File: src/rtl/core/assert_macros.svh
// assertion macros used by the top level of the countdown clock
`ifndef ASSERT_MACROS_SVH
`define ASSERT_MACROS_SVH

// property checked on every clock edge outside reset
`define SCC_ASSERT(lbl, prop, msg) \
	lbl: assert property (@(posedge clk) disable iff (!arst_n) prop) else $error(msg);

// condition that must be followed by a consequence in the next cycle
`define SCC_ASSERT_NEXT(lbl, ante, cons, msg) \
	lbl: assert property (@(posedge clk) disable iff (!arst_n) (ante) |=> (cons)) \
		else $error(msg);

`endif

File: src/rtl/core/scc_pkg.sv
// types, codes and reset values of the countdown clock
package scc_pkg;

	localparam int TICKS_PER_SECOND_DEF = 1000;
	localparam int MAX_SECONDS_DEF      = 99;

	localparam int SEC_W  = 7;
	localparam int WIN_W  = 16;
	localparam int CFG_W  = 16;
	localparam int CIDX_W = 2;

	typedef enum logic [2:0] {
		CMD_TICK  = 3'd0,
		CMD_START = 3'd1,
		CMD_STOP  = 3'd2,
		CMD_RESET = 3'd3,
		CMD_SYNC  = 3'd4
	} cmd_t;

	typedef enum logic [1:0] {
		MODE_IDLE = 2'd0,
		MODE_RUN  = 2'd1,
		MODE_STOP = 2'd2
	} mode_t;

	typedef enum logic [CIDX_W-1:0] {
		CFG_DUP_WINDOW = 2'd0,
		CFG_SYNC_TOL   = 2'd1,
		CFG_WARN_LEVEL = 2'd2
	} cfg_idx_t;

	typedef struct packed {
		logic [2:0]       cmd;
		logic [SEC_W-1:0] seconds_value;
	} in_t;

	typedef struct packed {
		logic [SEC_W-1:0] shown_seconds;
		logic [1:0]       clock_state;
		logic             has_signal;
		logic             expire_alert;
		logic             warn_alert;
		logic             display_update;
	} out_t;

	typedef struct packed {
		logic [WIN_W-1:0] dup_window;
		logic [SEC_W-1:0] sync_tol;
		logic [SEC_W-1:0] warn_level;
	} cfg_t;

	// everything but the sub-second counter, whose width follows the tick rate
	typedef struct packed {
		mode_t            mode;
		logic [SEC_W-1:0] start_s;
		logic [SEC_W-1:0] elap_s;
		logic [SEC_W-1:0] held_s;
		logic             expired;
		logic [SEC_W-1:0] last_warned;
		logic             seen;
		logic [7:0]       last_shown;
		logic             last_signal;
	} state_t;

	localparam logic [SEC_W-1:0] SEC_SAT   = 7'd127;
	localparam logic [SEC_W-1:0] WARN_NONE = 7'd99;
	localparam logic [7:0]       SHOWN_NONE = 8'd255;
	localparam logic [SEC_W-1:0] START_RST = 7'd30;

	localparam cfg_t CFG_RESET = '{
		dup_window: 16'd1500,
		sync_tol:   7'd1,
		warn_level: 7'd5
	};

	localparam state_t STATE_RESET = '{
		mode:        MODE_IDLE,
		start_s:     START_RST,
		elap_s:      7'd0,
		held_s:      START_RST,
		expired:     1'b0,
		last_warned: WARN_NONE,
		seen:        1'b0,
		last_shown:  SHOWN_NONE,
		last_signal: 1'b0
	};

endpackage

File: src/rtl/core/scc_step.sv
// next-state and result logic for one beat of the countdown clock
module scc_step #(
	parameter int TICKS_PER_SECOND = scc_pkg::TICKS_PER_SECOND_DEF,
	parameter int MAX_SECONDS      = scc_pkg::MAX_SECONDS_DEF,
	parameter int MS_W             = (TICKS_PER_SECOND > 1) ? $clog2(TICKS_PER_SECOND) : 1
) (
	input  scc_pkg::in_t    item,
	input  scc_pkg::cfg_t   cfg,
	input  scc_pkg::state_t st,
	input  logic [MS_W-1:0] ms,
	output scc_pkg::state_t nxt,
	output logic [MS_W-1:0] nxt_ms,
	output scc_pkg::out_t   res
);

	localparam int SINCE_W = $clog2(128 * TICKS_PER_SECOND);
	localparam int CMP_W   = (SINCE_W > scc_pkg::WIN_W) ? SINCE_W : scc_pkg::WIN_W;
	localparam logic [SINCE_W-1:0]       TICKS_K = SINCE_W'(TICKS_PER_SECOND);
	localparam logic [MS_W-1:0]          MS_LAST = MS_W'(TICKS_PER_SECOND - 1);
	localparam logic [scc_pkg::SEC_W-1:0] MAX_K  = scc_pkg::SEC_W'(MAX_SECONDS);

	logic [scc_pkg::SEC_W-1:0] sec;
	logic [scc_pkg::SEC_W-1:0] live;
	logic [scc_pkg::SEC_W-1:0] diff;
	logic [scc_pkg::SEC_W-1:0] cnt;
	logic [scc_pkg::SEC_W-1:0] shown;
	logic [SINCE_W-1:0]        since;
	logic                      dup;

	always_comb begin
		sec = (item.seconds_value > MAX_K) ? MAX_K : item.seconds_value;
		since = SINCE_W'(st.elap_s) * TICKS_K + SINCE_W'(ms);
		dup = (st.mode == scc_pkg::MODE_RUN) && (sec == st.start_s)
			&& (CMP_W'(since) < CMP_W'(cfg.dup_window));

		if (st.mode != scc_pkg::MODE_RUN) begin
			live = st.held_s;
		end else if (st.elap_s >= st.start_s) begin
			live = '0;
		end else begin
			live = st.start_s - st.elap_s;
		end
		diff = (live > sec) ? (live - sec) : (sec - live);

		nxt = st;
		nxt_ms = ms;
		res = '0;

		if (item.cmd != scc_pkg::CMD_TICK) begin
			nxt.seen = 1'b1;
		end

		unique case (item.cmd)
			scc_pkg::CMD_TICK: begin
				if (st.mode == scc_pkg::MODE_RUN) begin
					if (ms == MS_LAST) begin
						nxt_ms = '0;
						if (st.elap_s < scc_pkg::SEC_SAT) begin
							nxt.elap_s = st.elap_s + 1'b1;
						end
					end else begin
						nxt_ms = ms + 1'b1;
					end
				end
			end
			scc_pkg::CMD_START: begin
				if (!dup) begin
					nxt.start_s = sec;
					nxt.elap_s = '0;
					nxt_ms = '0;
					nxt.mode = scc_pkg::MODE_RUN;
					nxt.held_s = sec;
					nxt.expired = 1'b0;
					nxt.last_warned = (sec < scc_pkg::SEC_SAT) ? sec + 1'b1 : scc_pkg::SEC_SAT;
				end
			end
			scc_pkg::CMD_STOP: begin
				nxt.held_s = sec;
				nxt.mode = scc_pkg::MODE_STOP;
			end
			scc_pkg::CMD_RESET: begin
				nxt.held_s = sec;
				nxt.start_s = sec;
				nxt.mode = scc_pkg::MODE_STOP;
				nxt.expired = 1'b0;
				nxt.last_warned = scc_pkg::WARN_NONE;
			end
			scc_pkg::CMD_SYNC: begin
				if (st.mode == scc_pkg::MODE_RUN && diff > cfg.sync_tol) begin
					if (sec > st.start_s) begin
						nxt.start_s = sec;
						nxt.elap_s = '0;
					end else begin
						nxt.elap_s = st.start_s - sec;
					end
					nxt_ms = '0;
				end
			end
			default: begin
				// unused codes only mark a packet as seen
			end
		endcase

		// count check after the item
		if (nxt.mode != scc_pkg::MODE_RUN) begin
			cnt = nxt.held_s;
		end else if (nxt.elap_s >= nxt.start_s) begin
			cnt = '0;
		end else begin
			cnt = nxt.start_s - nxt.elap_s;
		end

		if (nxt.mode == scc_pkg::MODE_RUN && cnt == '0) begin
			nxt.mode = scc_pkg::MODE_STOP;
			nxt.held_s = '0;
			if (!nxt.expired) begin
				nxt.expired = 1'b1;
				res.expire_alert = 1'b1;
			end
		end

		if (nxt.mode == scc_pkg::MODE_RUN && cnt <= cfg.warn_level && cnt != '0
				&& cnt != nxt.last_warned) begin
			nxt.last_warned = cnt;
			res.warn_alert = 1'b1;
		end

		shown = (nxt.mode == scc_pkg::MODE_RUN) ? cnt : nxt.held_s;
		if ({1'b0, shown} != nxt.last_shown || nxt.seen != nxt.last_signal) begin
			nxt.last_shown = {1'b0, shown};
			nxt.last_signal = nxt.seen;
			res.display_update = 1'b1;
		end

		res.shown_seconds = shown;
		res.clock_state = nxt.mode;
		res.has_signal = nxt.seen;
	end

endmodule

File: src/rtl/core/synced_countdown_clock_unit.sv
// top level of the remotely commanded countdown clock
//
//  channel  | handshake                   | beat
//  ---------+-----------------------------+--------------------------------
//  item     | item_valid / item_stall     | scc_pkg::in_t  (cmd, seconds)
//  result   | result_valid / result_stall | scc_pkg::out_t (one per item)
//  config   | cfg_we                      | cfg_index, cfg_data
//
// one item per cycle sustained while result_stall is low; an accepted beat is
// processed from the input register and sits in the result register once free
// reset: state and config take their reset values at once, no clearing pass
// a stalled result holds in the result register; the input register keeps
// accepting until it is full, then item_stall follows result_stall
`include "assert_macros.svh"

module synced_countdown_clock_unit #(
	parameter int TICKS_PER_SECOND = scc_pkg::TICKS_PER_SECOND_DEF,
	parameter int MAX_SECONDS      = scc_pkg::MAX_SECONDS_DEF
) (
	input  logic                        clk,
	input  logic                        arst_n,
	input  logic                        item_valid,
	output logic                        item_stall,
	input  scc_pkg::in_t                item,
	output logic                        result_valid,
	input  logic                        result_stall,
	output scc_pkg::out_t               result,
	input  logic                        cfg_we,
	input  logic [scc_pkg::CIDX_W-1:0] cfg_index,
	input  logic [scc_pkg::CFG_W-1:0]  cfg_data
);

	localparam int MS_W = (TICKS_PER_SECOND > 1) ? $clog2(TICKS_PER_SECOND) : 1;
	localparam logic [MS_W-1:0] MS_LAST = MS_W'(TICKS_PER_SECOND - 1);

	// input register
	scc_pkg::in_t    item_s1;
	logic            valid_s1;

	// clock state, sub-second counter and config
	scc_pkg::state_t state_q;
	logic [MS_W-1:0] ms_q;
	scc_pkg::cfg_t   cfg_q;

	// step logic outputs
	scc_pkg::state_t state_nxt;
	logic [MS_W-1:0] ms_nxt;
	scc_pkg::out_t   res_nxt;

	// result register
	scc_pkg::out_t   result_q;
	logic            result_valid_q;

	logic out_free;
	logic advance;
	logic take;

	// result beat views used by the checks
	logic res_expire;
	logic res_run;
	logic res_stop_zero;

	// result register can load when empty or being taken this cycle
	assign out_free = !result_valid_q || !result_stall;
	// the beat in the input register is processed and its state committed
	assign advance = valid_s1 && out_free;
	assign item_stall = valid_s1 && !out_free;
	assign take = item_valid && !item_stall;

	scc_step #(
		.TICKS_PER_SECOND(TICKS_PER_SECOND),
		.MAX_SECONDS(MAX_SECONDS),
		.MS_W(MS_W)
	) u_step (
		.item(item_s1),
		.cfg(cfg_q),
		.st(state_q),
		.ms(ms_q),
		.nxt(state_nxt),
		.nxt_ms(ms_nxt),
		.res(res_nxt)
	);

	always_ff @(posedge clk or negedge arst_n) begin
		if (!arst_n) begin
			valid_s1 <= 1'b0;
		end else if (take) begin
			valid_s1 <= 1'b1;
		end else if (advance) begin
			valid_s1 <= 1'b0;
		end
	end

	always_ff @(posedge clk) begin
		if (take) begin
			item_s1 <= item;
		end
	end

	// state commits only when the result can be stored
	always_ff @(posedge clk or negedge arst_n) begin
		if (!arst_n) begin
			state_q <= scc_pkg::STATE_RESET;
			ms_q <= '0;
		end else if (advance) begin
			state_q <= state_nxt;
			ms_q <= ms_nxt;
		end
	end

	// config writes, indexes past the list are dropped
	always_ff @(posedge clk or negedge arst_n) begin
		if (!arst_n) begin
			cfg_q <= scc_pkg::CFG_RESET;
		end else if (cfg_we) begin
			unique case (cfg_index)
				scc_pkg::CFG_DUP_WINDOW: cfg_q.dup_window <= cfg_data;
				scc_pkg::CFG_SYNC_TOL:   cfg_q.sync_tol <= cfg_data[scc_pkg::SEC_W-1:0];
				scc_pkg::CFG_WARN_LEVEL: cfg_q.warn_level <= cfg_data[scc_pkg::SEC_W-1:0];
				default: begin
				end
			endcase
		end
	end

	always_ff @(posedge clk or negedge arst_n) begin
		if (!arst_n) begin
			result_valid_q <= 1'b0;
		end else if (out_free) begin
			result_valid_q <= valid_s1;
		end
	end

	always_ff @(posedge clk) begin
		if (advance) begin
			result_q <= res_nxt;
		end
	end

	assign result_valid = result_valid_q;
	assign result = result_q;

	assign res_expire = result_valid && result.expire_alert;
	assign res_run = result_valid && result.clock_state == scc_pkg::MODE_RUN;
	assign res_stop_zero = result.clock_state == scc_pkg::MODE_STOP
		&& result.shown_seconds == '0;

	// an expire beat always reports a stopped clock at zero
	`SCC_ASSERT(a_expire_at_zero, res_expire |-> res_stop_zero, "expire without stop at zero")
	// a running clock never shows zero
	`SCC_ASSERT(a_run_nonzero, res_run |-> result.shown_seconds != '0, "running clock shows zero")
	// expire and warn never fire on the same beat
	`SCC_ASSERT(a_alert_excl, res_expire |-> !result.warn_alert, "expire and warn together")
	// sub-second counter stays below one second
	`SCC_ASSERT(a_ms_range, ms_q <= MS_LAST, "sub-second counter out of range")
	// a processed beat shows up as a result next cycle
	`SCC_ASSERT_NEXT(a_advance_result, advance, result_valid, "processed beat lost")

endmodule

File: config.mk
export PLATFORM = sky130hd
export DESIGN_NAME = synced_countdown_clock_unit
export DESIGN_NICKNAME = d
export VERILOG_FILES = /design/src/rtl/core/scc_pkg.sv /design/src/rtl/core/scc_step.sv /design/src/rtl/core/synced_countdown_clock_unit.sv
export VERILOG_INCLUDE_DIRS = /design/src /design/src/rtl/core
export SDC_FILE = /design/constraint.sdc
export NUM_CORES = 1
export LEC_CHECK = 0
export BUFFER_PORTS_ARGS = -buffer_cell sky130_fd_sc_hd__buf_2
export CAP_MARGIN = 10
export CORE_MARGIN = 10
export CORE_UTILIZATION = 25
export CTS_CLUSTER_SIZE = 40
export DETAILED_ROUTE_END_ITERATION = 6
export PLACE_DENSITY_LB_ADDON = 0.08
export SETUP_SLACK_MARGIN = 0.4
export SLEW_MARGIN = 20
export SYNTH_ARGS = -nofsm -noshare
export SYNTH_HDL_FRONTEND = slang
export SYNTH_SLANG_ARGS = --single-unit
File: constraint.sdc
create_clock -name clk -period 22.6 [get_ports clk]
set_clock_uncertainty 0.1 [all_clocks]
set_input_delay 3.39 -clock clk [delete_from_list [all_inputs] [get_ports clk]]
set_output_delay 3.39 -clock clk [all_outputs]
set_load 0.03 [all_outputs]
==> flow_summary.yaml, run 1 <==
clock_network:
  clkSlewWorstSetupHoldPaths_ns: 0.09
  numCtsBuffers: 9
  cts_resized: 0
  post_cts_buffers: 0
  clk_latency_ns: 0.39
  cts.path.max_buffers: 2
  ctsHtreeMaxLevel: 3
  hold_buffers: 0
  cts_sinks: 106
  cts_tree: "yes"
  cts-root-buf: "clkbuf_16"
die:
  std_cell_rows: 71
  pin_count: 48
  fp.dieH_um: 217
  coreArea_um2: 37800
  die_area_um2: 46900
  die_w_um: 217
  initial_utilization_pct: 25.5
routing:
  drc_errors: 0
  first_pass_iters: 5
  dr_total_vias: 7938
  viasPerCell: 4.87
  drt-initial-drc-count: 533
  antenna_left: 0
  drt-total-wl_um: 31500
  avgRoutedWirePerCell_um: 19.3
final_layout:
  num-fill-cells: 4103
  final_cells: 1629
  drive_above_1_share_pct: 14.1
  diodes: 0
  nNetsFinal: 1277
  syn2layout_area_growth_pct: 11.9
  fin_area_um2: 10800
  layout_commonest_cell: "ha_1"
  layout_common_cells: "ha_1 (108), inv_1 (104), nand2_1 (102), o21ai_0 (89), nor2_1 (63)"
synth:
  synth_fp_nets: 1239
  synth_edf_count: 23
  ys_seq_elements: 106
  yosys_warnings: 0
  syn_avg_cell_area_um2: 8.98
  syn_inst: 1075
  ys_types: 84
  synthArstFlopShare_pct: 78.3
  ys_seq_area_share_pct: 29.0
  synthFlopType: "dfrtp_1"
  syn_area_um2: 9660
run:
  drv_cap: 0
worst_setup_path:
  r2r_end: "state_q[14]$_DFFE_PN0P_"
  max_stage_delay_ns: 0.66
  startpoint_type: "flop"
  path_max_fanout: 11
  rrSetupSlack_ns: 10.15
  worstSetupPathType: "reg2reg"
  worst-path-buf-inv: 4
  cpLargestDelayFamily: "compound AO/OA/AOI/OAI gates"
  reg2reg_depth: 52
  crit_path_end_kind: "flop"
  r2r_start: "state_q[26]$_DFFE_PN0P_"
  crit_required_ns: 22.76
  critical_path_arrival_ns: 12.62
  slowest_stage: "a21oi_1"
global_routing:
  antenna_found_initial: 1
  grt_overflow_total: 0
  grt_pass1_wl_um: 50000
  grt_pass1_vias: 8097
  grt_start_max_net_pins: 45
  grt_usage_pct: 13.7
sta:
  slew_headroom_pct: 37.2
  hold_viol_final: 0
  worst_pin_slew_ns: 0.939
  period_needed_ns: 12.45
  holdWs_ns: 0.363
  setup_viol: 0
  max_freq_ghz: 0.0803
  fin_crit_sh_pct: 55.1
  fin_setup_tns_ns: 0
  maxSlewViolCount: 0
  rsz0062_at_grt: "false"
placed_design:
  place_hpwl_um: 24600
  place.gp.congestion: 0.819
  placed_cells: 1613
  placed_area_um2: 10500
  port_buffers: 47
power:
  power_density_nw_per_um2: 101
  irDropWorstVdd_uv: 50.8
  leakage_nw: 4.77
hold_path:
  worstHoldPathType: "reg2reg"
  hold_start: "state_q[9]$_DFFE_PN0P_"
  hold-path-endpoint: "state_q[9]$_DFFE_PN0P_"
  min_path_cells: 1
outcome:
  status: "complete, no violations"
registers in the layout, summed over array words and instances (netlist names):
signal,cells
result,13
result_valid,1
state_q,41
ms_q,10
cfg_q,30
valid_s1,1
item_s1,10
logic make-up (layout without fill, tap and decap cells):
| group | after synthesis | after routing | synth area share (%) |
|---|---|---|---|
| xor gates and xnor gates | 43 | 43 | 3.90 |
| muxes | 43 | 43 | 5.44 |
| and+or+nand+nor | 326 | 326 | 17.3 |
| AOI/OAI and AO/OA | 288 | 288 | 20.0 |
| DFF | 106 | 106 | 29.0 |
| buffers and inverters | 138 | 181 | 5.56 |
| adders and majority gates | 131 | 131 | 18.8 |
cell usage after synthesis, types with 11 or more instances:
master / instances / area share [%]
ha_1: 108 / 14
inv_1: 104 / 4.0
nand2_1: 102 / 4.0
o21ai_0: 89 / 4.6
nor2_1: 63 / 2.4
dfrtp_1: 53 / 14
a21oi_1: 51 / 2.6
nand3_1: 31 / 1.6
dfstp_2: 30 / 8.2
nand2b_1: 26 / 1.7
xnor2_1: 26 / 2.4
clkbuf_1: 23 / 0.89
edfxtp_1: 23 / 7.2
fa_1: 23 / 4.8
mux2_2: 23 / 2.7
o21a_1: 19 / 1.5
a21o_1: 17 / 1.3
xor2_1: 17 / 1.5
nor2b_1: 16 / 1.0
nor3_1: 16 / 0.83
mux2i_1: 15 / 1.6
a22o_1: 13 / 1.2
nand4_1: 12 / 0.78
and3_1: 11 / 0.71
worst max-delay path by stage:
stage | from | end | cells past startpoint
floorplan | state_q[26]$_DFFE_PN0P_ | state_q[14]$_DFFE_PN0P_ | 56
global placement | state_q[26]$_DFFE_PN0P_ | state_q[14]$_DFFE_PN0P_ | 50
detailed placement | state_q[26]$_DFFE_PN0P_ | state_q[14]$_DFFE_PN0P_ | 52
CTS | state_q[26]$_DFFE_PN0P_ | state_q[14]$_DFFE_PN0P_ | 52
global route | state_q[26]$_DFFE_PN0P_ | state_q[14]$_DFFE_PN0P_ | 52
finish | state_q[26]$_DFFE_PN0P_ | state_q[14]$_DFFE_PN0P_ | 52
metrics by stage:
| step | power, mW | utilization [%] | setup slack (ns) |
|---|---|---|---|
| floorplan | 0.744 | - | 11.58 |
| global placement | 0.930 | 27.7 | 10.54 |
| detailed placement | 0.924 | 27.7 | 10.33 |
| CTS | 1.11 | 28.6 | 10.25 |
| global route | 1.20 | 28.6 | 9.15 |
| finish | 1.10 | 28.6 | 10.15 |
final cells by class:
| type | count | area, µm² | area share (%) |
|---|---|---|---|
| clock inverter | 7 | 93.8 | 0.868 |
| inverter | 106 | 398 | 3.68 |
| clock buffer | 9 | 225 | 2.08 |
| tap | 511 | 639 | 5.92 |
| timing repair buffer | 59 | 328 | 3.03 |
| sequential | 106 | 2810 | 26.0 |
| multi-input combinational | 831 | 6320 | 58.5 |
power by group:
group | total [mW] | internal, mW | leakage [nW] | switching (mW)
Clock | 0.177 | 0.0893 | 0.153 | 0.0875
Combinational | 0.624 | 0.257 | 3.43 | 0.368
Sequential | 0.295 | 0.249 | 1.19 | 0.0459
routing by layer:
layer	track usage, %	routed length [µm]	vias to the layer above
met5	0	13	-
met1	19.8	16300	3839
met3	2.99	1350	21
li1	-	-	3936
met2	20.2	13400	140
met4	2.80	325	2
No activity file was read; power rests on OpenSTA's default activity.
==> run 2: changes to the inputs <==
==> constraint.sdc (replaced) <==
create_clock -name clk -period 10.67 [get_ports clk]
set_clock_uncertainty 0.1 [all_clocks]
set_input_delay 1.6005 -clock clk [delete_from_list [all_inputs] [get_ports clk]]
set_output_delay 1.6005 -clock clk [all_outputs]
set_load 0.03 [all_outputs]
==> run 2 against run 1 <==
  * Global-route usage about the same
  * Non-clock buffer count up 74
  * Via count up 4.2%
  * Sequential power up 110%
  * Design area up 8.6%
  * Combinational power rose to 2.5 times the previous value
==> flow_summary.yaml, run 2 (synthesis results as in run 1) <==
outcome:
  status: "complete, no violations"
sta:
  slew_headroom_pct: 36.6
  fin_crit_sh_pct: 95.7
  hold_viol_final: 0
  rsz0062_at_grt: "true"
  worst_pin_slew_ns: 0.943
  setup_viol: 0
  period_needed_ns: 10.21
  max_freq_ghz: 0.0979
  maxSlewViolCount: 0
final_layout:
  top_register: "state_q"
  layout_commonest_cell: "nand2_1"
  diodes: 0
  syn2layout_area_growth_pct: 21.5
  final_cells: 1703
  drive_above_1_share_pct: 24.5
  layout_common_cells: "nand2_1 (101), ha_1 (98), inv_1 (96), buf_4 (87), o21ai_0 (81)"
  largest_register_ffs: 41
  nNetsFinal: 1351
placed_design:
  place_hpwl_um: 25100
  port_buffers: 47
  placed_cells: 1652
  place.gp.congestion: 0.845
clock_network:
  clkSlewWorstSetupHoldPaths_ns: 0.10
  ctsHtreeMaxLevel: 3
  cts-root-buf: "clkbuf_16"
  cts_sinks: 106
  cts.path.max_buffers: 2
  clk_latency_ns: 0.38
  cts_tree: "yes"
  numCtsBuffers: 9
power:
  irDropWorstVdd_uv: 89.7
  leakage_nw: 5.16
  power_mw: 2.59
  power_density_nw_per_um2: 221
routing:
  avgRoutedWirePerCell_um: 19.0
  antenna_left: 0
  drt-initial-drc-count: 547
  viasPerCell: 4.86
  first_pass_iters: 6
  dr_total_vias: 8272
  drc_errors: 0
  drt-total-wl_um: 32300
worst_setup_path:
  max_stage_delay_ns: 0.53
  crit_required_ns: 10.83
  rrSetupSlack_ns: 0.46
  r2r_start: "state_q[26]$_DFFE_PN0P_"
  path_max_fanout: 6
  critical_path.startpoint: "state_q[26]$_DFFE_PN0P_"
  critical_path_arrival_ns: 10.37
  worstSetupPathType: "reg2reg"
  slowest_stage: "fa_1"
  critical_path.most_common_cell: "o21a_1"
  startpoint_type: "flop"
  crit_path_end_kind: "flop"
die:
  pin_count: 48
  initial_utilization_pct: 25.5
  fp.dieH_um: 217
  coreArea_um2: 37800
  std_cell_rows: 71
  die_area_um2: 46900
  die_w_um: 217
hold_path:
  worstHoldPathType: "reg2reg"
  hold_start: "state_q[9]$_DFFE_PN0P_"
global_routing:
  grt_usage_pct: 13.7
  grt_start_max_net_pins: 48
  antenna_found_initial: 1
  grt_pass1_vias: 8369
  grt_pass1_wl_um: 50500
  grt_overflow_total: 0
run:
  drv_cap: 0
run 2: cell types whose count changed in the layout (fill, tap and decap cells not counted), sizes merged:
cell / change
buf: +74
inv: -2
bufinv: +1
clkinv: +1
run 2: layout make-up:
cell class	instances	area, µm²
clock buffer	9	225
clock inverter	7	113
fill	4087	26100
inverter	106	400
multi-input combinational	831	6670
sequential	106	2810
tap	511	639
timing repair buffer	133	883
run 2: metrics by stage:
| step | instance area [µm²] | hold slack [ns] | utilization [%] | worst slack (ns) | setup TNS, ns |
|---|---|---|---|---|---|
| final | 11700 | 0.370 | 31.0 | 0.458 | 0 |
| after global routing | 11700 | 0.412 | 31.0 | -0.120 | -0.202 |
| after CTS | 11400 | 0.365 | 30.1 | 0.408 | 0 |
| after detailed placement | 10900 | 0.338 | 28.8 | -0.0722 | -0.0722 |
| after global placement | 10900 | 0.337 | 28.8 | 0.140 | 0 |
| after floorplan | 9790 | 0.319 | - | 0.272 | 0 |
run 2: path summary, 6_finish.rpt:
kind                                                end  cells after the start
max in group asynchronous        state_q[1]$_DFFE_PN1P_                      2
worst min register to register   state_q[9]$_DFFE_PN0P_                      1
worst min-delay path             state_q[9]$_DFFE_PN0P_                      1
worst max-delay path            state_q[14]$_DFFE_PN0P_                     47
worst max register to register  state_q[14]$_DFFE_PN0P_                     47
min in group asynchronous         cfg_q[25]$_DFFE_PN0P_                      1
run 2: metal layers:
layer / global-route usage, % / vias up / routed length, µm / part of all wire, %
met5: 0 / - / 0 / 0
met4: 2.70 / 0 / 351 / 1.1
met3: 2.24 / 24 / 1110 / 3.4
met2: 21.3 / 147 / 14500 / 45
met1: 19.5 / 4022 / 16400 / 51
li1: - / 4079 / - / -
run 2: repair_timing:
action	CTS	global route
pin swaps	15	37
setup buffers	14	21
resized for setup	11	46
hold buffers	0	0
endpoints found under the setup margin	8	18
cloned	0	0
run 2: power by group:
| part | switching (mW) | internal [mW] | total [mW] |
|---|---|---|---|
| clock | 0.188 | 0.211 | 0.400 |
| combinational | 0.883 | 0.695 | 1.58 |
| sequential | 0.0824 | 0.528 | 0.610 |
| total | 1.15 | 1.43 | 2.59 |
run 2: critical path: cells and delay by family (launching register included):
family | cells | cell delay (ns)
buf+inv | 8 | 0.90
fa+ha+maj | 8 | 2.90
mux | 1 | 0.07
simple gates | 13 | 2.22
flops | 1 | 0.45
xor+xnor | 1 | 0.17
compound gates | 16 | 3.29
==> run 3: changes to the inputs <==
--- a/config.mk
+++ b/config.mk
@@ -6,7 +6,7 @@
 export SDC_FILE = /design/constraint.sdc
 export NUM_CORES = 1
 export LEC_CHECK = 0
-export BUFFER_PORTS_ARGS = -buffer_cell sky130_fd_sc_hd__buf_2
+export BUFFER_PORTS_ARGS = -buffer_cell sky130_fd_sc_hd__clkbuf_2
 export CAP_MARGIN = 10
 export CORE_MARGIN = 10
 export CORE_UTILIZATION = 25
==> run 3 against run 2 <==
  * Die area unchanged
  * Critical path depth up 4
  * Sequential share of layout area decreased by 0.68 points
  * Power up 2.6%
  * Highest routed layer unchanged
  * Worst setup slack got worse by 0.036 ns
  * Critical path type unchanged
  * Non-clock buffer count is 21 higher
==> flow_summary.yaml, run 3 (synthesis results as in run 1) <==
die:
  initial_utilization_pct: 25.5
  die_area_um2: 46900
  die_w_um: 217
  std_cell_rows: 71
  pin_count: 48
  coreArea_um2: 37800
  fp.dieH_um: 217
global_routing:
  grt_usage_pct: 13.8
  grt_pass1_wl_um: 50600
  grt_pass1_vias: 8401
  antenna_found_initial: 0
  grt_overflow_total: 0
  grt_start_max_net_pins: 65
final_layout:
  layout_commonest_cell: "nand2_1"
  syn2layout_area_growth_pct: 25.1
  multi_input_area_um2: 6840
  largest_register_ffs: 41
  nNetsFinal: 1372
  fin_area_um2: 12100
  drive_above_1_share_pct: 27.6
  ff_latch_area_um2: 2810
  num-fill-cells: 4029
  final_util_pct: 31.9
  layout_common_cells: "nand2_1 (100), buf_4 (97), inv_1 (94), ha_1 (90), o21ai_0 (79)"
  top_register: "state_q"
  diodes: 0
clock_network:
  cts.path.max_buffers: 2
  clkSlewWorstSetupHoldPaths_ns: 0.09
  numCtsBuffers: 9
  cts_sinks: 106
  clk_latency_ns: 0.38
  hold_buffers: 0
  cts_tree: "yes"
  cts-root-buf: "clkbuf_16"
  ctsHtreeMaxLevel: 3
worst_setup_path:
  crit_required_ns: 10.88
  slowest_stage: "fa_1"
  critical_path_arrival_ns: 10.46
  max_stage_delay_ns: 0.53
  critical_path.most_common_cell: "buf_4"
  path_max_fanout: 7
  worstSetupPathType: "reg2reg"
  startpoint_type: "flop"
  crit_path_end_kind: "flop"
routing:
  wl_met2_um: 14600
  wl_met1_um: 16300
  avgRoutedWirePerCell_um: 19.0
  highest_layer: "met4"
  dr_total_vias: 8336
  drt-initial-drc-count: 502
  first_pass_iters: 6
  drc_errors: 0
  wl_met3_um: 1450
  viasPerCell: 4.84
  drt-total-wl_um: 32800
  antenna_left: 0
power:
  p_switching_mw: 1.19
  power_density_nw_per_um2: 220
  irDropWorstVdd_uv: 95.3
  power_frac_clock_pct: 13.6
  leakage_nw: 5.30
  pwr-share-seq_pct: 22.9
  intPower_mw: 1.47
  p_sw_share_pct: 44.7
  combPwrFrac_pct: 63.5
hold_path:
  worstHoldPathType: "reg2reg"
placed_design:
  place_hpwl_um: 25100
  port_buffers: 47
  post-place-ws_ns: -0.00950
  placed_area_um2: 10900
  place.gp.congestion: 0.839
run:
  drv_cap: 0
sta:
  rsz0062_at_grt: "true"
  hold_viol_final: 0
  holdWs_ns: 0.353
  fin_crit_sh_pct: 96.0
  slew_headroom_pct: 36.8
  maxSlewViolCount: 0
  period_needed_ns: 10.25
  max_freq_ghz: 0.0976
  worst_pin_slew_ns: 0.947
  fin_setup_tns_ns: 0
  finalWorstSetupSlack_ns: 0.422
  setup_viol: 0
outcome:
  status: "complete, no violations"
==> run 3: worst paths after layout <==
check / start / end / slack (ns) / cells past startpoint
setup / recovery: state_q[29]$_DFFE_PN0P_ / state_q[11]$_DFFE_PN1P_ / 0.42 / 51
max in group asynchronous: arst_n / state_q[28]$_DFFE_PN0P_ / 8.17 / 2
min in group asynchronous: arst_n / ms_q[6]$_DFFE_PN0P_ / 1.01 / 1
hold reg to reg: state_q[9]$_DFFE_PN0P_ / state_q[9]$_DFFE_PN0P_ / 0.35 / 1
hold / removal: state_q[9]$_DFFE_PN0P_ / state_q[9]$_DFFE_PN0P_ / 0.35 / 1
setup reg to reg: state_q[29]$_DFFE_PN0P_ / state_q[11]$_DFFE_PN1P_ / 0.42 / 51
==> run 3: power by group through the flow <==
| stage | combinational (mW) | clock (mW) | sequential, mW |
|---|---|---|---|
| finish | 1.69 | 0.362 | 0.608 |
| detailed placement | 1.42 | 0 | 0.617 |
| global route | 1.87 | 0.390 | 0.620 |
| floorplan | 0.998 | 0 | 0.610 |
| global placement | 1.45 | 0 | 0.618 |
| CTS | 1.50 | 0.378 | 0.608 |
==> run 3: timing repair <==
item                                    in CTS  in global routing
gates resized for setup                     16                 83
pin swaps                                   12                 49
endpoints found under the hold margin        0                  0
endpoints found under the setup margin       8                 16
setup buffers                               32                 23
==> run 3: worst max-delay path: cells and delay by family, from the launching register on <==
family	cells	cell delay, ns
compound gates	15	3.20
buf+inv	22	2.56
xor+xnor	1	0.13
fa+ha+maj	7	2.54
mux	1	0.29
simple gates	5	0.94
flops	1	0.40
==> run 3: routing by layer <==
metal / GRT usage (%) / vias up
li1: - / 4119
met3: 2.66 / 32
met1: 19.2 / 4021
met2: 21.4 / 164
met4: 3.47 / 0
met5: 0 / -
==> run 3: cell type report <==
| class | instances | share of cell area [%] |
|---|---|---|
| timing repair buffer | 154 | 8.96 |
| sequential | 106 | 23.3 |
| tap | 511 | 5.29 |
| multi-input combinational | 831 | 56.6 |
| clock inverter | 7 | 0.663 |
| clock buffer | 9 | 1.86 |
| inverter | 106 | 3.32 |
==> run 3: metrics by stage <==
stage / instances / power, mW
after floorplan: 1075 / 1.61
after CTS: 1701 / 2.49
final: 1724 / 2.66
after global placement: 1653 / 2.06
after detailed placement: 1653 / 2.04
after global routing: 1724 / 2.88
